===== config.mk =====
export PLATFORM = sky130hd
export DESIGN_NAME = kfsi_div
export DESIGN_NICKNAME = d
export VERILOG_FILES = /design/src/rtl/core/kfsi_pkg.sv /design/src/rtl/core/kfsi_div.sv
export SDC_FILE = /design/constraint.sdc
export NUM_CORES = 2
export LEC_CHECK = 0
export BUFFER_PORTS_ARGS = -buffer_cell sky130_fd_sc_hd__buf_4
export CORE_MARGIN = 4
export CORE_UTILIZATION = 55
export CTS_CLUSTER_SIZE = 24
export DETAILED_ROUTE_END_ITERATION = 8
export GPL_TIMING_DRIVEN = 0
export PLACE_DENSITY = 0.75
export SYNTH_ARGS = -nofsm -noshare
export SYNTH_HDL_FRONTEND = slang
export SYNTH_SLANG_ARGS = --single-unit
export TNS_END_PERCENT = 1

===== constraint.sdc =====
create_clock -name clock -period 5.77 [get_ports clock]
set_input_delay 0.8655 -clock clock [delete_from_list [all_inputs] [get_ports clock]]
set_output_delay 0.8655 -clock clock [all_outputs]
set_load 0.02 [all_outputs]

===== src/rtl/core/kfsi_pkg.sv =====
// Shared types, widths and constants for the keyframe size interpolator.
// No dependencies; compile first.
package kfsi_pkg;

   // Field widths
   localparam int AGE_W      = 24;
   localparam int LIFE_W     = 25;
   localparam int TIME_W     = 16;
   localparam int SIZE_W     = 16;

   // Keys: storage always holds KEY_COUNT, NUM_KEYS of them take part (2..4)
   localparam int KEY_COUNT  = 4;
   localparam int NUM_KEYS   = 4;
   localparam int KEY_IDX_W  = $clog2(KEY_COUNT);

   // Divider: one quotient bit per stage
   localparam int DIV_STEPS  = 16;
   localparam int QUOT_W     = DIV_STEPS;
   localparam int DIV_W      = 25;

   // Interpolation products
   localparam int PROD_W     = SIZE_W + TIME_W;
   localparam int NUM_W      = PROD_W + 1;

   // Register port
   localparam int CSR_IDX_W  = 4;
   localparam int CSR_DATA_W = 16;

   typedef enum logic [CSR_IDX_W-1:0] {
      REG_KEY_TIME_A = 4'd0,
      REG_KEY_TIME_B = 4'd1,
      REG_KEY_TIME_C = 4'd2,
      REG_KEY_TIME_D = 4'd3,
      REG_KEY_SIZE_A = 4'd4,
      REG_KEY_SIZE_B = 4'd5,
      REG_KEY_SIZE_C = 4'd6,
      REG_KEY_SIZE_D = 4'd7
   } kfsi_reg_type;

   localparam logic [KEY_COUNT-1:0][TIME_W-1:0] KEY_TIME_RESET =
      {16'd32768, 16'd21845, 16'd10923, 16'd0};
   localparam logic [KEY_COUNT-1:0][SIZE_W-1:0] KEY_SIZE_RESET =
      {16'd256, 16'd256, 16'd256, 16'd256};

   typedef struct packed {
      logic [KEY_COUNT-1:0][TIME_W-1:0] key_time;
      logic [KEY_COUNT-1:0][SIZE_W-1:0] key_size;
   } kfsi_keys_type;

   // Sideband that rides along with each item through the dividers
   typedef struct packed {
      logic              overrun;
      logic              size_valid;
      logic              bypass_en;
      logic [QUOT_W-1:0] bypass_val;
   } kfsi_tag_type;

endpackage


===== src/rtl/core/kfsi_div.sv =====
// Pipelined restoring divider, one quotient bit per register stage.
// Depends on kfsi_pkg.
module kfsi_div (
   input  logic                         clock,
   input  logic                         reset,
   input  logic                         adv,
   input  logic                         in_valid,
   input  logic [kfsi_pkg::DIV_W-1:0]   in_rem,
   input  logic [kfsi_pkg::QUOT_W-1:0]  in_low,
   input  logic [kfsi_pkg::DIV_W-1:0]   in_divisor,
   input  kfsi_pkg::kfsi_tag_type       in_tag,
   output logic                         out_valid,
   output logic [kfsi_pkg::QUOT_W-1:0]  out_quot,
   output kfsi_pkg::kfsi_tag_type       out_tag
);
   import kfsi_pkg::*;

   logic [DIV_STEPS-1:0] vld_ff;
   logic [DIV_W-1:0]     rem_ff     [DIV_STEPS];
   logic [DIV_W-1:0]     divisor_ff [DIV_STEPS];
   logic [QUOT_W-1:0]    low_ff     [DIV_STEPS];
   logic [QUOT_W-1:0]    quot_ff    [DIV_STEPS];
   kfsi_tag_type         tag_ff     [DIV_STEPS];

   // stage view: index 0 is the input, index k+1 the registers of step k
   logic [DIV_STEPS:0]   stage_vld;
   logic [DIV_W-1:0]     stage_rem  [DIV_STEPS+1];
   logic [DIV_W-1:0]     stage_div  [DIV_STEPS+1];
   logic [QUOT_W-1:0]    stage_low  [DIV_STEPS+1];
   logic [QUOT_W-1:0]    stage_quot [DIV_STEPS+1];
   kfsi_tag_type         stage_tag  [DIV_STEPS+1];

   assign stage_vld[0]  = in_valid;
   assign stage_rem[0]  = in_rem;
   assign stage_div[0]  = in_divisor;
   assign stage_low[0]  = in_low;
   assign stage_quot[0] = '0;
   assign stage_tag[0]  = in_tag;

   for (genvar k = 0; k < DIV_STEPS; k++) begin : g_step
      logic [DIV_W-1:0]  shifted;
      logic              ge;
      logic [DIV_W-1:0]  rem_in;
      logic [QUOT_W-1:0] quot_in;
      logic [QUOT_W-1:0] low_in;

      always_comb begin
         shifted = {stage_rem[k][DIV_W-2:0], stage_low[k][QUOT_W-1]};
         ge      = shifted >= stage_div[k];
         rem_in  = ge ? (shifted - stage_div[k]) : shifted;
         quot_in = {stage_quot[k][QUOT_W-2:0], ge};
         low_in  = {stage_low[k][QUOT_W-2:0], 1'b0};
      end

      always_ff @(posedge clock) begin
         if (reset) begin
            vld_ff[k] <= 1'b0;
         end else if (adv) begin
            vld_ff[k] <= stage_vld[k];
         end
      end

      always_ff @(posedge clock) begin
         if (adv) begin
            rem_ff[k]     <= rem_in;
            divisor_ff[k] <= stage_div[k];
            low_ff[k]     <= low_in;
            quot_ff[k]    <= quot_in;
            tag_ff[k]     <= stage_tag[k];
         end
      end

      assign stage_vld[k+1]  = vld_ff[k];
      assign stage_rem[k+1]  = rem_ff[k];
      assign stage_div[k+1]  = divisor_ff[k];
      assign stage_low[k+1]  = low_ff[k];
      assign stage_quot[k+1] = quot_ff[k];
      assign stage_tag[k+1]  = tag_ff[k];
   end

   assign out_valid = stage_vld[DIV_STEPS];
   assign out_tag   = stage_tag[DIV_STEPS];
   assign out_quot  = stage_tag[DIV_STEPS].bypass_en ? stage_tag[DIV_STEPS].bypass_val
                                                     : stage_quot[DIV_STEPS];

endmodule


# Word-level counts from Yosys, hierarchy flattened
# Memory sizes are Yosys's and may differ from the RTL's.
# Cells that the tools add are included.
[classes]
n_addsub = 16
magnitude_cmp = 16
n_mux = 19
[ops]
columns = ["op", "n"]
rows = [
  ["25-bit >= comparator", 16],
  ["25-bit 2-to-1 mux", 16],
  ["25-bit subtractor", 16],
  ["16-bit 2-to-1 mux", 1],
  ["1-bit 2-to-1 mux", 2],
]
[word_totals]
register_bits = 16
ram_bits = 1600
inputBits = 89
out_inout_bits = 36
elab_cells = 72
memories = 5
[memory_table]
columns = ["memory", "words", "word_bits", "rd", "rd_ports_with_merged_regs", "write_ports", "line", "rtl"]
rows = [
  ["divisor_ff", 16, 25, 15, 0, 16, "kfsi_div.sv:20", "logic [DIV_W-1:0] divisor_ff [DIV_STEPS];"],
  ["rem_ff", 16, 25, 15, 0, 16, "kfsi_div.sv:19", "logic [DIV_W-1:0] rem_ff [DIV_STEPS];"],
  ["tag_ff", 16, 19, 16, 0, 16, "kfsi_div.sv:23", "kfsi_tag_type tag_ff [DIV_STEPS];"],
  ["quot_ff", 16, 16, 16, 0, 16, "kfsi_div.sv:22", "logic [QUOT_W-1:0] quot_ff [DIV_STEPS];"],
  ["low_ff", 16, 15, 15, 0, 16, "kfsi_div.sv:21", "logic [QUOT_W-1:0] low_ff [DIV_STEPS];"],
]

# Depth between registers and ports, before layout
# An unclocked memory read counts as a cell.
[logic_depth]
depth_word = 3
ltp_mapped = 14
depth_no_buf = 12

# Worst setup path before layout
# Ideal clock, no wire load.
[synth_timing]
path_type = "input port to flip-flop"
startpoint = "input port in_divisor[1] (netlist bit)"
endpoint = "memory rem_ff[0][23] (data pin)"
setup_ps = 260
t_arrival_ps = 2956
required_ps = 5510
setup_slack_ps = 2554
cell_stages = 11
path_buffers = 0
cell_sequence = "inv_1 -> ha_1 -> nor2b_1 -> o31a_1 -> nor4b_1 -> o21a_1 -> a21boi_0 -> a221oi_2 -> nand4b_1 -> o211a_1 -> mux2_2"
[synth_lines]
columns = ["element", "line", "rtl"]
rows = [
  ["start: declaration", "kfsi_div.sv:10", "input logic [kfsi_pkg::DIV_W-1:0] in_divisor,"],
  ["end: declaration", "kfsi_div.sv:19", ""],
]

==> out/qor.csv <==
metric,value,unit
numCtsBuffers,139,
nets,5686,
path_clk_slew,60,ps
viasPerCell,5.60,
rsz0062_at_grt,false,
grt_pass1_vias,37600,
vias,38100,
routed.top_layer,met4,
path_cells,"buf_16, buf_16, buf_16, buf_16, buf_16",
num_rows,124,
wl_met2,63600,um
timing.fmax,233,MHz
status,"finished, final reports clean",
fillers,8759,
die_h,349,um
wirelength,130000,um
worst_pin_slew,1030,ps
yosys_warnings,0,
insertion_delay,750,ps
syn_to_final_growth,11.9,%
grt_pass1_wl,203000,um
cts_tree,built,
synth-edff-count,1295,
ys_types,99,
globalRoute.totalOverflow,0,
grt_usage,0.213,
wl_per_cell,19.1,um
cp_common_cell,buf_16,
die_w,349,um
crit_path_top_delay_cell,buf_16,
crit_family,buffers and inverters,
ctsResizeCount,0,
boundaryPins,125,
final_layout_size_suffix_gt1_frac,0.122,
async_flop_share,0,
postSynthAreaPerCell,13.0,sq um
hpwl,96900,um
core_area,0.115,sq mm
syn_area,0.0639,sq mm
worst-path-buf-inv,5,
setup_viol,0,
drt-initial-drc-count,2679,
htreeDepth,4,
final_util,0.622,
cp_data_arrival_time,4660,ps
gp_congestion,0.932,
postCtsHoldBufs,0,
antenna_found_initial,2,
die-area,0.122,sq mm
maxSlewViolCount,0,
cts_sinks,1311,
finalPower,36.1,mW
grt_max_degree,205,
min_period_over_period,0.743,
postCtsSetupBuffers,0,
final_cell_count_no_fill,6808,
critPathKind,input port to register,
drc,0,
critical_path_required,6140,ps
p_leak,28.6,nW
firstDrtPassIters,6,
finalHoldViolations,0,
syn_nets,5417,
power_density,505,mW/mm^2
detail-route-antenna-nets,0,
ys_ff_latch,1311,
startpoint_type,input port,
ys_seq_area_frac,0.614,
synth_cells,4913,
port_buffers,122,
ir_drop,0.341,mV
hold_class,input port to register,
fin_crit,4290,ps
critical_path.max_fanout,199,
drv_cap,0,
clockBufferDepth,3,
dpl.cell_count,6553,
drt-met1-wl,54700,um
slew_headroom,0.314,
start_util,0.556,
wl_met3,6210,um
slowest_delay,670,ps
yosys_most_used_dff,edfxtp_1,
finClkSkew,44.2,ps
endpoint_kind,register,
fin_hold_ws,288,ps
cts_root_buffer,clkbuf_16,
-- cell families after synthesis --
group / after synthesis / synth area share
adders and majority gates: 415 / 0.0831
muxes: 241 / 0.0438
and+or+nand+nor: 945 / 0.0705
DFF: 1311 / 0.614
buffers and inverters: 595 / 0.0380
xor gates and xnor gates: 279 / 0.0383
AOI/OAI and AO/OA: 1127 / 0.112
-- registers in the layout, indices dropped and copies added (netlist names) --
signal	flops
divisor_ff	375
low_ff	120
out_valid	1
quot_ff	136
rem_ff	360
stage_vld	15
tag_ff	304
-- area by class of cell --
| cell class | instances | area (sq um) | share of cell area |
|---|---|---|---|
| Sequential cell | 1311 | 39200 | 0.549 |
| Antenna cell | 1 | 2.50 | 0.0000350 |
| Timing Repair Buffer | 128 | 1100 | 0.0154 |
| Clock buffer | 161 | 3560 | 0.0498 |
| Multi-Input combinational cell | 3007 | 22200 | 0.311 |
| Tap cell | 1512 | 1890 | 0.0265 |
| Clock inverter | 93 | 1040 | 0.0146 |
| Inverter | 489 | 1840 | 0.0257 |
| Buffer | 106 | 594 | 0.00832 |
-- synth_stat cells, types with 19 or more instances --
| library cell | n | area, sq um |
|---|---|---|
| o21a_1 | 61 | 458 |
| xnor2_1 | 163 | 1430 |
| o21ai_0 | 272 | 1360 |
| a31oi_1 | 32 | 200 |
| edfxtp_1 | 1295 | 38900 |
| mux2_4 | 34 | 510 |
| inv_1 | 485 | 1820 |
| and2_1 | 19 | 119 |
| a211oi_1 | 24 | 180 |
| nor3_1 | 71 | 355 |
| nand2b_1 | 39 | 244 |
| nand3_1 | 75 | 375 |
| nor2_1 | 238 | 893 |
| nand4_1 | 60 | 375 |
| o31ai_1 | 26 | 195 |
| clkbuf_1 | 50 | 188 |
| nand2_1 | 292 | 1100 |
| buf_2 | 20 | 100 |
| a21o_1 | 156 | 1170 |
| o31a_1 | 22 | 193 |
| mux2i_1 | 37 | 370 |
| nor2b_1 | 61 | 382 |
| and3_1 | 21 | 131 |
| ha_1 | 400 | 5000 |
| a21oi_1 | 352 | 1760 |
| xor2_1 | 116 | 1020 |
| o21bai_1 | 29 | 218 |
| mux2_2 | 169 | 1900 |
| buf_4 | 27 | 203 |
-- layer usage --
metal	vias up	track usage
met5	-	0
met4	0	0.0957
met3	287	0.0328
met2	929	0.362
met1	18200	0.271
li1	18700	-
-- final timing paths --
| path | start | to | slack, ps | cells past startpoint |
|---|---|---|---|---|
| worst min-delay path | in_tag[17] | tag_ff[0][17] | 290 | 1 |
| worst min register to register | low_ff[1][13] | low_ff[1][29] | 400 | 0 |
| worst max register to register | divisor_ff[1][76] | rem_ff[1][119] | 1980 | 12 |
| worst max-delay path | adv | divisor_ff[1][107] | 1480 | 5 |
-- worst register-to-register path, delay by kind of cell (launching register included) --
family          cells  cell delay (ps)
compound gates      5             1520
mux                 1              370
buf+inv             2              350
simple gates        3              610
flops               1              400
fa+ha+maj           1              290
-- power breakdown --
part	switching, mW	total (mW)	internal [mW]
registers	1.02	13.9	12.9
clock network	3.74	8.77	5.03
logic	7.70	13.4	5.74
total	12.5	36.1	23.6
-- stage by stage --
step,setup WS (ps),instance area (sq um),TNS (ps)
floorplan,2550,63900,0
global placement,-7440,66700,-9012750
detailed placement,852,66900,0
CTS,1680,71500,0
global route,1330,71500,0
finish,1480,71500,0
-- layout by cell type, fill, tap and decap left out, drive strengths merged, types with 12 or more instances in the layout --
cell / synthesis / final
dfxtp: 16 / 16
o31a: 23 / 23
a21oi: 358 / 358
o21a: 62 / 62
nor2: 238 / 238
xor2: 116 / 116
buf: 56 / 184
a31oi: 34 / 34
and2: 19 / 19
nand4: 60 / 60
edfxtp: 1295 / 1295
o21bai: 29 / 29
a21o: 156 / 156
mux2: 204 / 204
o211ai: 16 / 16
nor2b: 61 / 61
o21ai: 290 / 290
o31ai: 29 / 29
inv: 489 / 500
nand3: 76 / 76
a21boi: 15 / 15
a211oi: 25 / 25
nor4: 12 / 12
ha: 400 / 400
nand2b: 39 / 39
clkinv: 0 / 65
xnor2: 163 / 163
clkbuf: 50 / 211
nand2: 294 / 294
or3: 12 / 12
nor3: 72 / 72
fa: 15 / 15
and3: 21 / 21
mux2i: 37 / 37
(Power assumes the default switching activity.)
