`config.mk`:
```
export PLATFORM = sky130hd
export DESIGN_NAME = kfsi_csr_flat
export DESIGN_NICKNAME = d
export VERILOG_FILES = /design/src/rtl/core/kfsi_pkg.sv /design/src/rtl/core/kfsi_if.sv /design/src/rtl/core/kfsi_csr.sv /design/src/flat_wrapper.sv
export SDC_FILE = /design/constraint.sdc
export NUM_CORES = 1
export LEC_CHECK = 0
export BUFFER_PORTS_ARGS = -buffer_cell sky130_fd_sc_hd__buf_2
export CAP_MARGIN = 20
export CORE_AREA = 2 2 105 107
export CTS_CLUSTER_DIAMETER = 150
export DETAILED_ROUTE_END_ITERATION = 8
export DIE_AREA = 0 0 107 109
export GPL_TIMING_DRIVEN = 0
export PLACE_DENSITY = 0.82
export SLEW_MARGIN = 20
export SYNTH_ARGS = -nofsm -noshare
export SYNTH_HDL_FRONTEND = slang
export SYNTH_SLANG_ARGS = --single-unit
```
`constraint.sdc`:
```
create_clock -name clock -period 1.25 [get_ports clock]
set_input_delay 0.125 -clock clock [delete_from_list [all_inputs] [get_ports clock]]
set_output_delay 0.125 -clock clock [all_outputs]
set_load 0.1 [all_outputs]
```
`src/rtl/core/kfsi_pkg.sv`:
```
// Shared types, widths and constants for the keyframe size interpolator.
// No dependencies; compile first.
package kfsi_pkg;

   // Field widths
   localparam int AGE_W      = 24;
   localparam int LIFE_W     = 25;
   localparam int TIME_W     = 16;
   localparam int SIZE_W     = 16;

   // Keys: storage always holds KEY_COUNT, NUM_KEYS of them take part (2..4)
   localparam int KEY_COUNT  = 4;
   localparam int NUM_KEYS   = 4;
   localparam int KEY_IDX_W  = $clog2(KEY_COUNT);

   // Divider: one quotient bit per stage
   localparam int DIV_STEPS  = 16;
   localparam int QUOT_W     = DIV_STEPS;
   localparam int DIV_W      = 25;

   // Interpolation products
   localparam int PROD_W     = SIZE_W + TIME_W;
   localparam int NUM_W      = PROD_W + 1;

   // Register port
   localparam int CSR_IDX_W  = 4;
   localparam int CSR_DATA_W = 16;

   typedef enum logic [CSR_IDX_W-1:0] {
      REG_KEY_TIME_A = 4'd0,
      REG_KEY_TIME_B = 4'd1,
      REG_KEY_TIME_C = 4'd2,
      REG_KEY_TIME_D = 4'd3,
      REG_KEY_SIZE_A = 4'd4,
      REG_KEY_SIZE_B = 4'd5,
      REG_KEY_SIZE_C = 4'd6,
      REG_KEY_SIZE_D = 4'd7
   } kfsi_reg_type;

   localparam logic [KEY_COUNT-1:0][TIME_W-1:0] KEY_TIME_RESET =
      {16'd32768, 16'd21845, 16'd10923, 16'd0};
   localparam logic [KEY_COUNT-1:0][SIZE_W-1:0] KEY_SIZE_RESET =
      {16'd256, 16'd256, 16'd256, 16'd256};

   typedef struct packed {
      logic [KEY_COUNT-1:0][TIME_W-1:0] key_time;
      logic [KEY_COUNT-1:0][SIZE_W-1:0] key_size;
   } kfsi_keys_type;

   // Sideband that rides along with each item through the dividers
   typedef struct packed {
      logic              overrun;
      logic              size_valid;
      logic              bypass_en;
      logic [QUOT_W-1:0] bypass_val;
   } kfsi_tag_type;

endpackage

```
`src/rtl/core/kfsi_if.sv`:
```


interface kfsi_csr_if;
   logic                              valid;
   logic                              ready;
   logic [kfsi_pkg::CSR_IDX_W-1:0]    index;
   logic [kfsi_pkg::CSR_DATA_W-1:0]   data;

   modport source (output valid, index, data, input ready);
   modport sink   (input valid, index, data, output ready);
endinterface

```
`src/rtl/core/kfsi_csr.sv`:
```
// Key time and key size registers, written through the register channel.
// Depends on kfsi_pkg and kfsi_if.
module kfsi_csr (
   input  logic                    clock,
   input  logic                    reset,
   kfsi_csr_if.sink                csr_bus,
   output kfsi_pkg::kfsi_keys_type keys
);
   import kfsi_pkg::*;

   logic [KEY_COUNT-1:0][TIME_W-1:0] key_time_ff;
   logic [KEY_COUNT-1:0][SIZE_W-1:0] key_size_ff;

   assign csr_bus.ready = 1'b1;

   always_ff @(posedge clock) begin
      if (reset) begin
         key_time_ff <= KEY_TIME_RESET;
         key_size_ff <= KEY_SIZE_RESET;
      end else if (csr_bus.valid && csr_bus.ready) begin
         unique case (csr_bus.index) inside
            REG_KEY_TIME_A, REG_KEY_TIME_B, REG_KEY_TIME_C, REG_KEY_TIME_D: begin
               key_time_ff[csr_bus.index[KEY_IDX_W-1:0]] <= csr_bus.data;
            end
            REG_KEY_SIZE_A, REG_KEY_SIZE_B, REG_KEY_SIZE_C, REG_KEY_SIZE_D: begin
               key_size_ff[csr_bus.index[KEY_IDX_W-1:0]] <= csr_bus.data;
            end
            default: ; // unmapped index, write dropped
         endcase
      end
   end

   assign keys.key_time = key_time_ff;
   assign keys.key_size = key_size_ff;

endmodule

```
`src/flat_wrapper.sv`:
```
// flat-port wrapper written by rule: the top's interface ports become plain ports
module kfsi_csr_flat import kfsi_pkg::*;
  (clock, reset, keys, csr_bus_valid, csr_bus_index, csr_bus_data, csr_bus_ready);
  kfsi_csr_if csr_bus_i ();
  input  logic clock;
  input  logic reset;
  output kfsi_pkg::kfsi_keys_type keys;
  input wire logic [$bits(csr_bus_i.valid)-1:0] csr_bus_valid;
  input wire logic [$bits(csr_bus_i.index)-1:0] csr_bus_index;
  input wire logic [$bits(csr_bus_i.data)-1:0] csr_bus_data;
  output wire logic [$bits(csr_bus_i.ready)-1:0] csr_bus_ready;
  assign csr_bus_i.valid = csr_bus_valid;
  assign csr_bus_i.index = csr_bus_index;
  assign csr_bus_i.data = csr_bus_data;
  assign csr_bus_ready = csr_bus_i.ready;
  kfsi_csr u_core (.clock(clock), .reset(reset), .csr_bus(csr_bus_i), .keys(keys));
endmodule
```
# Word level (Yosys, flattened, before mapping)

Index checks and enable logic that the tools add are counted.

Reduce and logical (&&, ||, !) cells: 6
Equality and inequality tests: 7
Magnitude comparators: 2
Mux-type cells: 4

Operator list:

| kind                                                                   | number |
|---|---|
| 64-bit bitwise mux                                                     | 2 |
| 16-bit demux with 2-bit select                                         | 1 |
| 4-bit by 3-bit equality test with 1-bit output (second input constant) | 4 |
| 16-bit 2-to-1 mux                                                      | 1 |
| 4-bit by 2-bit equality test with 1-bit output (second input constant) | 2 |
| 4-bit OR reduction                                                     | 2 |
| 4-bit by 1-bit equality test with 1-bit output (second input constant) | 1 |
| 4-bit zero test                                                        | 1 |
| 2-bit AND reduction                                                    | 2 |
| 2-bit by 3-bit < comparator with 1-bit output (second input constant)  | 1 |
| 2-bit by 1-bit >= comparator with 1-bit output (second input constant) | 1 |
| 1-bit logical AND                                                      | 1 |

Word-level logic and storage cells: 27
Bits in registers: 128
Input bits: 23
Output and inout bits: 129

# Depth between registers and ports, before layout

Depth in word-level cells: 5
Mapped depth: 6
Mapped depth without buffers: 3

# Least setup slack after synthesis

Ideal clock, no wire load.

Path kind: register to register
Start: reg u_core.key_size_ff, in the netlist u_core.keys[16]
End: reg u_core.key_size_ff, in the netlist u_core.keys[16]
Arrival: 1,276 ps
Cell stages (with the launch flop): 3
Slack: -97 ps
Required time: 1,179 ps
Path through: dfxtp_1 > o21ai_0 > a21oi_1

Longest elaborated chain between the ends: 1

Ends and longest elaborated chain:

| element                           | RTL line       | RTL |
|---|---|---|
| from (decl)                       | kfsi_csr.sv:12 | `logic [KEY_COUNT-1:0][SIZE_W-1:0] key_size_ff;` |
| from (signal, indexed assignment) | kfsi_csr.sv:26 | `key_size_ff[csr_bus.index[KEY_IDX_W-1:0]] <= csr_bus.data;` |
| 64-bit bitwise mux                | kfsi_csr.sv:26 |  |

No other way between the ends.
A chain may end at the register's enable or synchronous reset.

# Worst setup path after layout

Start: reg u_core.key_time_ff, in the netlist u_core.keys[77]
End: out keys[77] (netlist name)

RTL lines:

| element                           | RTL line          | RTL |
|---|---|---|
| from (decl)                       | kfsi_csr.sv:11    | `logic [KEY_COUNT-1:0][TIME_W-1:0] key_time_ff;` |
| from (signal, indexed assignment) | kfsi_csr.sv:23    | `key_time_ff[csr_bus.index[KEY_IDX_W-1:0]] <= csr_bus.data;` |
| to (decl)                         | flat_wrapper.sv:7 | `output kfsi_pkg::kfsi_keys_type keys;` |

No word-level cell between the ends.

==> impl_results.rst <==
.. list-table::
   :header-rows: 1

   * - Metric
     - Value
   * - Setup TNS Final
     - -0.5984 ps
   * - Fraction of registers with async set or reset after synthesis
     - 0
   * - DRC violation count after routing
     - 0
   * - Beginning of the worst register-to-register path
     - u_core.keys[116]$_SDFFE_PP0P_
   * - Synthesized netlist cell count
     - about 510
   * - Final setup slack of the worst path
     - -0.5984 ps
   * - Fraction of power spent switching nets
     - 0.2637
   * - Hold path startpoint
     - csr_bus_valid
   * - Finish-stage setup viols
     - 1
   * - Dpl cells
     - approximately 790
   * - Htree depth
     - 4
   * - Total net switching power
     - about 2.8 mW
   * - Clock power frac
     - 0.498
   * - Crit path max-delay cell type
     - sky130_fd_sc_hd__dfxtp_2
   * - Number of buffer cells added on primary ports
     - 147
   * - Wire length of the first global-routing pass
     - 27280 µm
   * - Worst path top cell family by delay
     - flip-flops
   * - Flop and latch count out of synthesis
     - 128
   * - Top-level I/O count
     - 152
   * - Dominant cells by area after synthesis
     - sky130_fd_sc_hd__dfxtp_1, sky130_fd_sc_hd__mux2i_1, sky130_fd_sc_hd__nand2b_1
   * - Total nets after synthesis
     - approximately 530
   * - Sequential share of the synthesized area
     - 0.4978
   * - Worst setup path class
     - reg2out
   * - Arrival time at the worst endpoint
     - 1130 ps
   * - Number of clock buffers inserted by TritonCTS
     - 17
   * - Pin slew with the least headroom to its limit
     - 533.2 ps
   * - Critical Path Fanout Max
     - 2
   * - Vias/cell
     - between 5 and 6
   * - Slowest cell delay on critical path
     - 390 ps
   * - Most frequent cells in the layout
     - sky130_fd_sc_hd__dfxtp_2, sky130_fd_sc_hd__mux2i_1, sky130_fd_sc_hd__nand2b_1, sky130_fd_sc_hd__buf_12, sky130_fd_sc_hd__buf_6
   * - Chip Width
     - between 100 and 150 µm
   * - Max_slew headroom
     - 0.6445
   * - Insertion delay of the later-clocked pin in the worst-skew pair
     - 530 ps
   * - Leakage power
     - 3.872 nW
   * - Post-DP HPWL
     - roughly 10000 µm
   * - Die area
     - 0.01166 mm²
   * - Unique cell type count in the Yosys netlist
     - 25
   * - Net count reported at finish
     - 713
   * - Avg Synthesized Cell Area
     - 10.17 µm²
   * - Area of the placeable core
     - 0.01060 mm²
   * - Worst Reg2Reg Path Length in Cells
     - 2
   * - Post-route antenna net violation count
     - 0
   * - Top-area cell type share of the netlist area
     - 0.4978
   * - Area of the mapped netlist
     - 0.005147 mm²
   * - DRC violation total after the first TritonRoute iteration
     - approximately 270
   * - # diodes
     - 0
   * - Clock transition at the registers of the reported paths
     - 70 ps
   * - CTS Root Buffer Type
     - sky130_fd_sc_hd__clkbuf_8
   * - Total count of hold-check failures in the final report
     - 0
   * - Worst setup SP type
     - register
   * - Chip Height
     - 109 µm
   * - Number of buffers on the longest clock path
     - 2
   * - Largest net degree at the start of global routing
     - 17
   * - Number of core rows
     - 38
   * - Overall overflow remaining after global route
     - 0
   * - 1st-pass router iterations
     - 5
   * - Post-layout min period
     - 1251 ps
   * - Maximum VDD drop
     - 0.0008948 V
   * - Number of vias after detailed routing
     - 4760
   * - Number of buffer and inverter stages on the critical path
     - 1
   * - Largest area contributor in the netlist
     - sky130_fd_sc_hd__dfxtp_1
   * - Max Cap Violations
     - 0
   * - Number of antenna violations at the first check in global routing
     - 0
   * - Sequential share of power
     - 0.391
   * - Wirelength, routed
     - 20310 µm
   * - Global router's overall resource usage
     - 0.3132
   * - Origin of the worst setup path
     - u_core.keys[77]$_SDFFE_PP0P_
   * - Post-synthesis to final-layout area growth
     - 68.47%
   * - Cells traversed along the worst timing path
     - buf_12
   * - Clock Skew
     - 0 ps
   * - Average wire length per cell after detail routing
     - 24.12 µm
   * - Violations in the final reports
     - setup timing
   * - Final estimated routing congestion in global placement
     - 0.8628
   * - Internal power summed over all cells
     - 7.905 mW
   * - Non-filler cells in the finished layout
     - 842
   * - Combinational power share
     - 0.111
   * - Max FFs per register
     - 128
   * - Number of instances on the worst hold path
     - 4
   * - Pwr dens
     - 1238 mW/mm²
   * - CP endpoint kind
     - output port
   * - Most common library cell in the layout ignoring fill and taps
     - sky130_fd_sc_hd__dfxtp_2
   * - Number of global-route vias before repair
     - 4981
   * - CTS sink cnt
     - around 130
   * - Syn. warnings
     - 0
   * - Destination of the worst register-to-register timing path
     - u_core.keys[116]$_SDFFE_PP0P_
   * - Final Total Pwr
     - between 10 and 15 mW
   * - Critical Path RT
     - between 1000 and 1500 ps
   * - R2r setup slk
     - 330 ps
   * - Status
     - finished with violations
   * - Hold slack
     - ~150 ps
   * - Count of flip-flops with a built-in enable after synthesis
     - 0
   * - Dominant register cell in the synthesized netlist
     - sky130_fd_sc_hd__dfxtp_1
   * - Fraction of layout cells with a size suffix above 1
     - 0.4801
   * - Final slew viol count
     - 0
   * - Maximum clock frequency
     - 0.7996 GHz
   * - Type of the tightest min-delay check
     - in2reg
   * - Clock tree from TritonCTS
     - yes
   * - Fin crit share
     - 1.000
   * - Starting utilization of the core area
     - 0.4855
   * - Sink of the worst hold path
     - u_core.keys[24]$_SDFFE_PP1P_
[power groups by stage]
| stage | registers [mW] | logic, mW | clock network [mW] |
|---|---|---|---|
| 5_1_grt | 4.20 | 1.23 | 5.53 |
| 2_1_floorplan | 4.63 | 0.343 | 0 |
| 6_report | 4.20 | 1.20 | 5.34 |
| 4_1_cts | 4.19 | 1.11 | 5.27 |
| 3_3_place_gp | 4.25 | 0.939 | 0 |
| 3_5_place_dp | 4.25 | 0.955 | 0 |
[how the worst max path moves through the flow]
stage	end	slack [ps]	depth (start not counted)
after floorplan	u_core.keys[104]$_SDFFE_PP1P_	10	2
after global placement	u_core.keys[56]$_SDFFE_PP1P_	40	6
after detailed placement	u_core.keys[54]$_SDFFE_PP0P_	9	6
after CTS	keys[2]	0.02	1
after global routing	keys[121]	-20	1
final	keys[77]	-0.6	1
[worst min-delay path, stage by stage]
cell,delay (ps)
sky130_fd_sc_hd__buf_2,110
sky130_fd_sc_hd__nand3b_1,180
sky130_fd_sc_hd__nor2_1,90
sky130_fd_sc_hd__mux2i_1,120
[cell type report]
| cell class | count | area [µm²] |
|---|---|---|
| clock buffer | 20 | 445.4 |
| clock inverter | 11 | 180.2 |
| multi-input combinational | 338 | 2340 |
| sequential | 128 | 2715 |
| tap | 140 | 175.2 |
| timing repair buffer | 167 | 2566 |
| fill | 540 | 1931 |
| buffer | 38 | 250.2 |
[logic make-up (layout without fill, tap and decap cells)]
logic type	count (synthesis)	after routing	share of synthesized area
DFF	128	128	0.4978
muxes	98	98	0.1906
and+or+nand+nor	179	179	0.2035
other	1	1	0.0007285
buffers and inverters	40	236	0.04910
AOI/OAI and AO/OA	60	60	0.05834
[repair_timing]
item                                    CTS  global route
buffers inserted                          0             2
hold buffers                             18             0
endpoints found under the hold margin    63             0
endpoints found under the setup margin  128            93
gates resized for setup                 392           150
[routing by layer]
layer | part of all wire | up-vias | wire length, µm | global-route usage
met5 | 0 | - | 0 | 0
met4 | 0.040 | 0 | 810 | 0.1373
met3 | 0.079 | 64 | 1602 | 0.08548
met2 | 0.52 | 288 | 10640 | 0.5746
met1 | 0.36 | 2341 | 7253 | 0.3381
li1 | - | 2067 | - | -
[Yosys cell counts, types with 3 or more instances]
library cell and count:
sky130_fd_sc_hd__a21oi_1 30, sky130_fd_sc_hd__buf_2 13, sky130_fd_sc_hd__buf_4 3, sky130_fd_sc_hd__buf_6 10
sky130_fd_sc_hd__clkbuf_1 14, sky130_fd_sc_hd__dfxtp_1 128, sky130_fd_sc_hd__mux2i_1 98, sky130_fd_sc_hd__nand2b_1 93
sky130_fd_sc_hd__nand3_1 30, sky130_fd_sc_hd__nor2_1 38, sky130_fd_sc_hd__o21ai_0 29
[stage by stage]
stage / area, µm² / setup WS [ps] / utilization
finish: 8672 / -0.5984 / 0.8179
global route: 8672 / -18.00 / 0.8179
CTS: 8185 / 0.02409 / 0.7720
detailed placement: 6096 / 8.736 / 0.5749
global placement: 6096 / 39.46 / 0.5749
floorplan: 5185 / 12.00 / -
No activity file was read; power rests on OpenSTA's default activity.
