==> src/rtl/core/kfsi_pkg.sv <==
// Shared types, widths and constants for the keyframe size interpolator.
// No dependencies; compile first.
package kfsi_pkg;

   // Field widths
   localparam int AGE_W      = 24;
   localparam int LIFE_W     = 25;
   localparam int TIME_W     = 16;
   localparam int SIZE_W     = 16;

   // Keys: storage always holds KEY_COUNT, NUM_KEYS of them take part (2..4)
   localparam int KEY_COUNT  = 4;
   localparam int NUM_KEYS   = 4;
   localparam int KEY_IDX_W  = $clog2(KEY_COUNT);

   // Divider: one quotient bit per stage
   localparam int DIV_STEPS  = 16;
   localparam int QUOT_W     = DIV_STEPS;
   localparam int DIV_W      = 25;

   // Interpolation products
   localparam int PROD_W     = SIZE_W + TIME_W;
   localparam int NUM_W      = PROD_W + 1;

   // Register port
   localparam int CSR_IDX_W  = 4;
   localparam int CSR_DATA_W = 16;

   typedef enum logic [CSR_IDX_W-1:0] {
      REG_KEY_TIME_A = 4'd0,
      REG_KEY_TIME_B = 4'd1,
      REG_KEY_TIME_C = 4'd2,
      REG_KEY_TIME_D = 4'd3,
      REG_KEY_SIZE_A = 4'd4,
      REG_KEY_SIZE_B = 4'd5,
      REG_KEY_SIZE_C = 4'd6,
      REG_KEY_SIZE_D = 4'd7
   } kfsi_reg_type;

   localparam logic [KEY_COUNT-1:0][TIME_W-1:0] KEY_TIME_RESET =
      {16'd32768, 16'd21845, 16'd10923, 16'd0};
   localparam logic [KEY_COUNT-1:0][SIZE_W-1:0] KEY_SIZE_RESET =
      {16'd256, 16'd256, 16'd256, 16'd256};

   typedef struct packed {
      logic [KEY_COUNT-1:0][TIME_W-1:0] key_time;
      logic [KEY_COUNT-1:0][SIZE_W-1:0] key_size;
   } kfsi_keys_type;

   // Sideband that rides along with each item through the dividers
   typedef struct packed {
      logic              overrun;
      logic              size_valid;
      logic              bypass_en;
      logic [QUOT_W-1:0] bypass_val;
   } kfsi_tag_type;

endpackage

==> src/rtl/core/kfsi_prep.sv <==
// Input stage: lifetime clamp, overrun and saturation detect, divider setup.
// Depends on kfsi_pkg.
module kfsi_prep (
   input  logic                              clock,
   input  logic                              reset,
   input  logic                              adv,
   input  logic                              in_valid,
   input  logic        [kfsi_pkg::AGE_W-1:0]  current_age,
   input  logic signed [kfsi_pkg::LIFE_W-1:0] total_lifetime,
   output logic                              out_valid,
   output logic        [kfsi_pkg::DIV_W-1:0]  out_rem,
   output logic        [kfsi_pkg::QUOT_W-1:0] out_low,
   output logic        [kfsi_pkg::DIV_W-1:0]  out_divisor,
   output kfsi_pkg::kfsi_tag_type             out_tag
);
   import kfsi_pkg::*;

   logic [AGE_W-1:0] life_in;
   logic             overrun_in;
   logic             sat_in;

   logic             vld_ff;
   logic [AGE_W-1:0] age_ff;
   logic [AGE_W-1:0] life_ff;
   logic             overrun_ff;
   logic             sat_ff;

   always_comb begin
      // negative or zero lifetime counts as 1 ms
      if (total_lifetime[LIFE_W-1] || (total_lifetime == '0)) begin
         life_in = AGE_W'(1);
      end else begin
         life_in = total_lifetime[AGE_W-1:0];
      end
      overrun_in = current_age > life_in;
      // quotient would need more than QUOT_W bits once age >= 2 * life
      sat_in     = {1'b0, current_age} >= {life_in, 1'b0};
   end

   always_ff @(posedge clock) begin
      if (reset) begin
         vld_ff <= 1'b0;
      end else if (adv) begin
         vld_ff <= in_valid;
      end
   end

   always_ff @(posedge clock) begin
      if (adv) begin
         age_ff     <= current_age;
         life_ff    <= life_in;
         overrun_ff <= overrun_in;
         sat_ff     <= sat_in;
      end
   end

   // dividend is age << 15; top part below the divisor seeds the remainder
   assign out_valid   = vld_ff;
   assign out_rem     = DIV_W'(age_ff[AGE_W-1:1]);
   assign out_low     = {age_ff[0], {(QUOT_W-1){1'b0}}};
   assign out_divisor = DIV_W'(life_ff);

   always_comb begin
      out_tag            = '0;
      out_tag.overrun    = overrun_ff;
      out_tag.bypass_en  = sat_ff;
      out_tag.bypass_val = '1;
   end

endmodule

==> config.mk <==
export PLATFORM = sky130hd
export DESIGN_NAME = kfsi_prep
export DESIGN_NICKNAME = d
export VERILOG_FILES = /design/src/rtl/core/kfsi_pkg.sv /design/src/rtl/core/kfsi_prep.sv
export SDC_FILE = /design/constraint.sdc
export NUM_CORES = 1
export LEC_CHECK = 0
export ABC_CLOCK_PERIOD_IN_PS = 4850
export BUFFER_PORTS_ARGS = -buffer_cell sky130_fd_sc_hd__buf_2
export CELL_PAD_IN_SITES_DETAIL_PLACEMENT = 2
export CELL_PAD_IN_SITES_GLOBAL_PLACEMENT = 2
export CORE_ASPECT_RATIO = 2
export CORE_UTILIZATION = 32
export CTS_BUF_LIST = sky130_fd_sc_hd__clkbuf_4
export CTS_CLUSTER_DIAMETER = 50
export DETAILED_ROUTE_END_ITERATION = 10
export PLACE_DENSITY_LB_ADDON = 0.2
export SYNTH_ARGS = -nofsm -noshare
export SYNTH_HDL_FRONTEND = slang
export SYNTH_SLANG_ARGS = --single-unit
==> constraint.sdc <==
create_clock -name clock -period 4.85 [get_ports clock]
set_input_delay 0.2425 -clock clock [delete_from_list [all_inputs] [get_ports clock]]
set_output_delay 0.2425 -clock clock [all_outputs]
set_load 0.01 [all_outputs]
# == After elaboration in Yosys (flattened, before gate mapping) ==
# Cells that the tools add are included.
# op_classes
addsub,0
mul,0
div,0
n_lt_le_gt_ge,2
n_eq_ne,0
shift,0
mux,1
bitwise,0
reduce_logical,2
# op_table
operator,count
greater-or-equal comparator 24 x 25 -> 1 bit,1
logical NOT 25 bit,1
> comparator 24 bit,1
2-to-1 mux 24 bit,1
logical OR 1 bit,1
# totals
ff_bits,51
latchBits,0
ramBits,0
mem_bits_ro,0
out_inout_bits,86
word_cells,10
memories,0

# == Longest topological paths before layout ==
# Gate-level depths: netlist (run 1).
# logic_depth
depth_word,4
ltp_mapped,11

# == Least setup slack after synthesis (run 1) ==
# Ideal clock, no wire load.
# synth_timing
path_type,input -> register
start,in total_lifetime[7] (netlist name)
end,reg overrun_ff (data pin)
setup_ns,0.273
arrival_ns,2.049
required_time_ns,4.577
setup_slack_ns,2.528
cell_stages,10
n_path_buf,1
cell_sequence,nor4_1 a31oi_4 buf_6 nand2_2 ha_1 nand4_1 nor4_2 nand2_1 nor3_1 a31oi_1
# synth_via
elab_chain_cells,4
# synth_lines
element,line_no,source
"start, declared",kfsi_prep.sv:9,"input logic signed [kfsi_pkg::LIFE_W-1:0] total_lifetime,"
logical NOT 25 bit,kfsi_prep.sv:30,if (total_lifetime[LIFE_W-1] || (total_lifetime == '0)) begin
logical OR 1 bit,kfsi_prep.sv:30,
2-to-1 mux 24 bit (*),kfsi_prep.sv:30,
> comparator 24 bit (*),kfsi_prep.sv:35,overrun_in = current_age > life_in;
named net overrun_in,kfsi_prep.sv:19,logic overrun_in;
"end signal, assigned",kfsi_prep.sv:52,overrun_ff <= overrun_in;
"end, declared",kfsi_prep.sv:25,logic overrun_ff;
# The timed path passes the listed nets; every way through them passes the cells marked *.
# A chain may end at the register's enable or synchronous reset.

# == Final worst setup path (run 1) ==
# Ends and elaborated chain as after synthesis.

==> results.json, run 1 <==
{
  "status": "finished, final reports clean",
  "synth.most_common_cell": "edfxtp_1",
  "synth-seq-cells": 51,
  "crit_path_start_kind": "input port",
  "pin_count": 139,
  "power.switching_uw": 292,
  "clk_latency_ps": 380,
  "power_frac_comb_pct": 21.0,
  "die_x_um": 72.0,
  "synthesis.area_um2": 3130,
  "drt_pre_antenna_iters": 4,
  "finalMaxSlewViolations": 0,
  "end_kind": "register",
  "ant_nets": 0,
  "clockPowerShare_pct": 29.2,
  "synth_cells": 269,
  "gp_congestion": 0.751,
  "synthFlopType": "edfxtp_1",
  "cp_max_fo": 16,
  "synth_commonest_cells": "50 x edfxtp_1, 47 x ha_1, 37 x buf_4",
  "die_h_um": 142,
  "setup_viol": 0,
  "cp.required_ps": 4980,
  "overflow": 0,
  "arrival_ps": 2710,
  "hold_path.class": "in2reg",
  "port_buffers": 103,
  "rows": 50,
  "antenna_found_initial": 1,
  "ir_drop_v": 0.000105,
  "wl_per_cell_um": 16.9,
  "ys_types": 33,
  "ys_async_sr_fraction_pct": 0,
  "fmax_ghz": 0.388,
  "num_vias": 2370,
  "yosysWarnings": 0,
  "fin_skew_ps": 0,
  "cts_root_buf": "clkbuf_4",
  "worst_slew_pin_slew_ps": 692,
  "clock-sinks": 51,
  "cts_tree": "built",
  "drive_above_1_share_pct": 36.3,
  "p_int_uw": 774,
  "final_util_pct": 39.9,
  "reg2regPathDepth": 2,
  "dieArea_um2": 10200,
  "hpwl_mm": 7.12,
  "wirelength_mm": 8.57,
  "yosysTopAreaCell": "edfxtp_1",
  "relSlewSlack_pct": 53.9,
  "finalCriticalPeriod_ps": 2580,
  "ys_seq_area_share_pct": 48.6,
  "path_clk_slew_ps": 140,
  "grt_max_degree": 52,
  "area_growth_pct": 20.4,
  "cts_setup_buffers": 0,
  "gr-usage-all-layers_pct": 17.5,
  "syn_avg_cell_area_um2": 11.6,
  "initial_utilization_pct": 33.2,
  "first_iter_violations": 57,
  "finalNetCount": 476,
  "power.total_mw": 1.07,
  "total_leakage_power_nw": 1.78,
  "htree_levels": 2,
  "finalCritPeriodShare_pct": 53.1,
  "cts.path.max_buffers": 2,
  "seq_power_share_pct": 49.8,
  "yosys-top-cells-area": "edfxtp_1 48%, ha_1 19%, buf_4 8.9%, a21oi_1 3.4%, nand2_2 2.2%",
  "synth_top_area_share_pct": 47.9,
  "switching_share_pct": 27.4,
  "power_density_nw_per_um2": 283,
  "viasPerCell": 4.67,
  "synth_edf_count": 50,
  "maxCapViolations": 0,
  "hold_viol": 0,
  "min_path_cells": 1,
  "route.detailed.drc": 0,
  "crit_type": "in2reg",
  "core_area_um2": 9450,
  "grt_pass1_vias": 2573,
  "rsz0062_at_grt": "no",
  "grt_pass1_wl_mm": 13.1,
  "cts_buffers": 5,
  "fin_setup_tns_ps": 0
}
==> final cells by class <==
| class | instances | area, um^2 |
|---|---|---|
| Sequential cell | 51 | 1520 |
| Tap cell | 130 | 163 |
| Clock buffer | 6 | 45.0 |
| Inverter | 26 | 97.6 |
| Clock inverter | 2 | 60.1 |
| Fill cell | 1036 | 5680 |
| Antenna cell | 1 | 2.50 |
| Multi-Input combinational cell | 187 | 1350 |
| Timing Repair Buffer | 105 | 533 |
==> cell usage in the layout, fill, tap and decap left out, types with 2 or more instances in the layout <==
master	synthesis	final
inv_1	15	15
nand4_1	6	6
nand2_2	11	11
nor2_1	4	4
edfxtp_1	50	50
nor4_1	7	7
inv_2	11	11
and4_1	2	2
nor3_1	2	2
conb_1	2	35
a21o_1	3	3
ha_1	47	47
o211ai_1	4	4
buf_2	0	103
nor2b_1	2	2
a21oi_1	21	21
o21ai_0	4	4
nand2b_1	9	9
clkbuf_4	0	6
bufinv_16	0	2
nand3_1	7	7
nand2_1	12	12
==> metal layers <==
| layer | routed length (um) | GRT usage (%) |
|---|---|---|
| met5 | 0 | 0 |
| met4 | 278 | 8.36 |
| met3 | 337 | 1.98 |
| met2 | 5190 | 36.8 |
| met1 | 2770 | 15.4 |
==> flip-flops by register name (all words and copies together), names as in the netlist <==
signal,count
sat_ff,1
life_ff,24
out_valid,1
overrun_ff,1
age_ff,24
==> worst max-delay path: stages <==
cell,delay [ps]
buf_2,110
nor4_1,580
a31oi_4,390
nand2_2,210
ha_1,180
nand4_1,180
nor4_2,420
nand2_1,90
nor3_1,240
a31oi_1,70
==> logic make-up (layout without fill, tap and decap cells) <==
kind of cell | Yosys count | in the layout | share of synthesized area, %
DFF | 51 | 51 | 48.6
AOI/OAI and AO/OA | 40 | 40 | 8.27
adders and majority gates | 47 | 47 | 18.8
muxes | 1 | 1 | 0.320
buffers and inverters | 64 | 139 | 12.3
and+or+nand+nor | 64 | 64 | 11.5
other | 2 | 36 | 0.240
==> metrics by stage <==
stage          cells  hold WS [ps]  area (um^2)  setup WS, ps
4_1_cts          507          27.9         3770          2260
2_1_floorplan    302           315         3260          2530
3_5_place_dp     498           409         3650          1850
3_3_place_gp     498           402         3650          1920
6_report         508          46.0         3770          2270
5_1_grt          508          19.4         3770          2070
==> worst paths after layout <==
kind,startpoint,to,slack [ps]
setup reg to reg,out_valid,out_valid,4250
setup / recovery,total_lifetime[7],overrun_ff,2270
hold reg to reg,out_valid,out_valid,530
hold / removal,current_age[0],age_ff[0],50
==> repair_timing <==
action                                  4_1_cts  5_1_grt
endpoints found under the hold margin         1        0
gates resized for setup                       0        0
hold buffers                                  1        0
endpoints found under the setup margin        0        0
==> power groups by stage <==
stage	clock network [mW]	logic, mW	registers, mW
after global routing	0.337	0.251	0.534
after detailed placement	0	0.226	0.541
final	0.312	0.224	0.530
after floorplan	0	0.120	0.560
after CTS	0.324	0.228	0.531
after global placement	0	0.217	0.540
Power figures use the tool's default switching activity.
==> run 2, diff against run 1 <==
- ABC_CLOCK_PERIOD_IN_PS: 4850 -> 2300
- CORE_UTILIZATION: 32 -> 27
- clock period: 4.85 -> 2.3 ns (I/O delays scaled with it)
==> results.json, run 2 (synthesized netlist as in run 1, its figures left out) <==
{
  "status": "finished, final reports clean",
  "layout_commonest_cell": "buf_2",
  "port_buffers": 103,
  "fmax_ghz": 0.443,
  "pin_count": 139,
  "place_ws_ps": -553,
  "drive_above_1_share_pct": 43.7,
  "reg2regPathDepth": 3,
  "clk_latency_ps": 390,
  "min_path_cells": 3,
  "crit_type": "in2reg",
  "reg_top3": "age_ff x24, life_ff x24",
  "gp_congestion": 0.809,
  "ir_drop_v": 0.000192,
  "drt_pre_antenna_iters": 4,
  "end_kind": "register",
  "rows": 55,
  "gr-usage-all-layers_pct": 17.3,
  "cp.required_ps": 2440,
  "crit_path_start_kind": "input port",
  "num_vias": 2710,
  "hpwl_mm": 8.46,
  "hold_viol": 0,
  "route.detailed.drc": 0,
  "power.total_mw": 2.26,
  "overflow": 0,
  "ant_nets": 0,
  "cts_buffers": 5,
  "total_leakage_power_nw": 2.16,
  "grt_pass1_wl_mm": 15.3,
  "finalCriticalPeriod_ps": 2260,
  "finalMaxSlewViolations": 0,
  "clock-sinks": 51,
  "setup_ws_ps": 41.2,
  "cp_max_fo": 5,
  "hold_path.class": "in2reg",
  "core_area_um2": 11300,
  "setup_viol": 0,
  "path_clk_slew_ps": 150,
  "cts_root_buf": "clkbuf_4",
  "grt_max_degree": 23,
  "cts.path.max_buffers": 2,
  "final_cell_mix": "103 x buf_2, 57 x buf_4, 50 x edfxtp_1",
  "first_iter_violations": 57,
  "wirelength_mm": 10.3,
  "fin_skew_ps": 0,
  "wl_per_cell_um": 17.0,
  "dieArea_um2": 12100,
  "cts_tree": "built",
  "viasPerCell": 4.49,
  "die_x_um": 78.2,
  "finalNetCount": 559,
  "antenna_found_initial": 1,
  "area_growth_pct": 43.7,
  "maxCapViolations": 0,
  "finalCritPeriodShare_pct": 98.2,
  "die_h_um": 154,
  "htree_levels": 2,
  "initial_utilization_pct": 27.8,
  "fin_setup_tns_ps": 0,
  "grt_pass1_vias": 3014,
  "power_density_nw_per_um2": 502,
  "arrival_ps": 2400
}
run 2: metrics by stage:
step	instances	hold slack (ps)	cell area [um^2]	util [%]
after floorplan	302	187	3260	-
after global placement	560	274	4040	35.8
after detailed placement	560	282	4040	35.8
after CTS	597	85.5	4420	39.1
after global routing	603	95.6	4500	39.9
final	603	102	4500	39.9
run 2: repair_timing:
item,4_1_cts,5_1_grt
endpoints found under the hold margin,25,0
setup endpoints to repair,2,2
buffers inserted,3,4
pin swaps,1,5
hold buffers,26,0
resized for setup,1,9
gates cloned,0,1
run 2: path summary, 6_finish.rpt:
kind                                   end          startpoint  slack, ps
worst max-delay path            overrun_ff  total_lifetime[14]         40
worst max register to register   out_valid           out_valid       1120
worst min register to register   out_valid           out_valid       1090
worst min-delay path            life_ff[1]   total_lifetime[1]        100
run 2: critical path, cell delays in order:
cell,delay (ps)
buf_2,110
nor4_1,390
and4_4,330
a31oi_4,120
buf_4,160
nand2_2,80
ha_1,250
buf_4,140
a21oi_1,130
nand2_1,120
a221oi_2,340
a31oi_1,120
run 2: power by group:
group | total (mW) | internal, mW | switching (mW)
logic | 0.605 | 0.273 | 0.332
registers | 1.12 | 1.10 | 0.0188
clock network | 0.535 | 0.224 | 0.310
run 2: routing by layer:
metal	track usage [%]	share of wire [%]	vias up
met5	0	0	-
met4	6.61	3.7	0
met2	38.0	62	97
met1	14.4	30	1305
met3	2.18	3.7	21
li1	-	-	1287
run 2: final cells by class:
cell class / count / area [um^2]
Antenna cell: 1 / 2.50
Clock buffer: 5 / 37.5
Clock inverter: 3 / 38.8
Fill cell: 1297 / 6780
Inverter: 26 / 97.6
Multi-Input combinational cell: 188 / 1400
Sequential cell: 51 / 1520
Tap cell: 142 / 178
Timing Repair Buffer: 187 / 1220
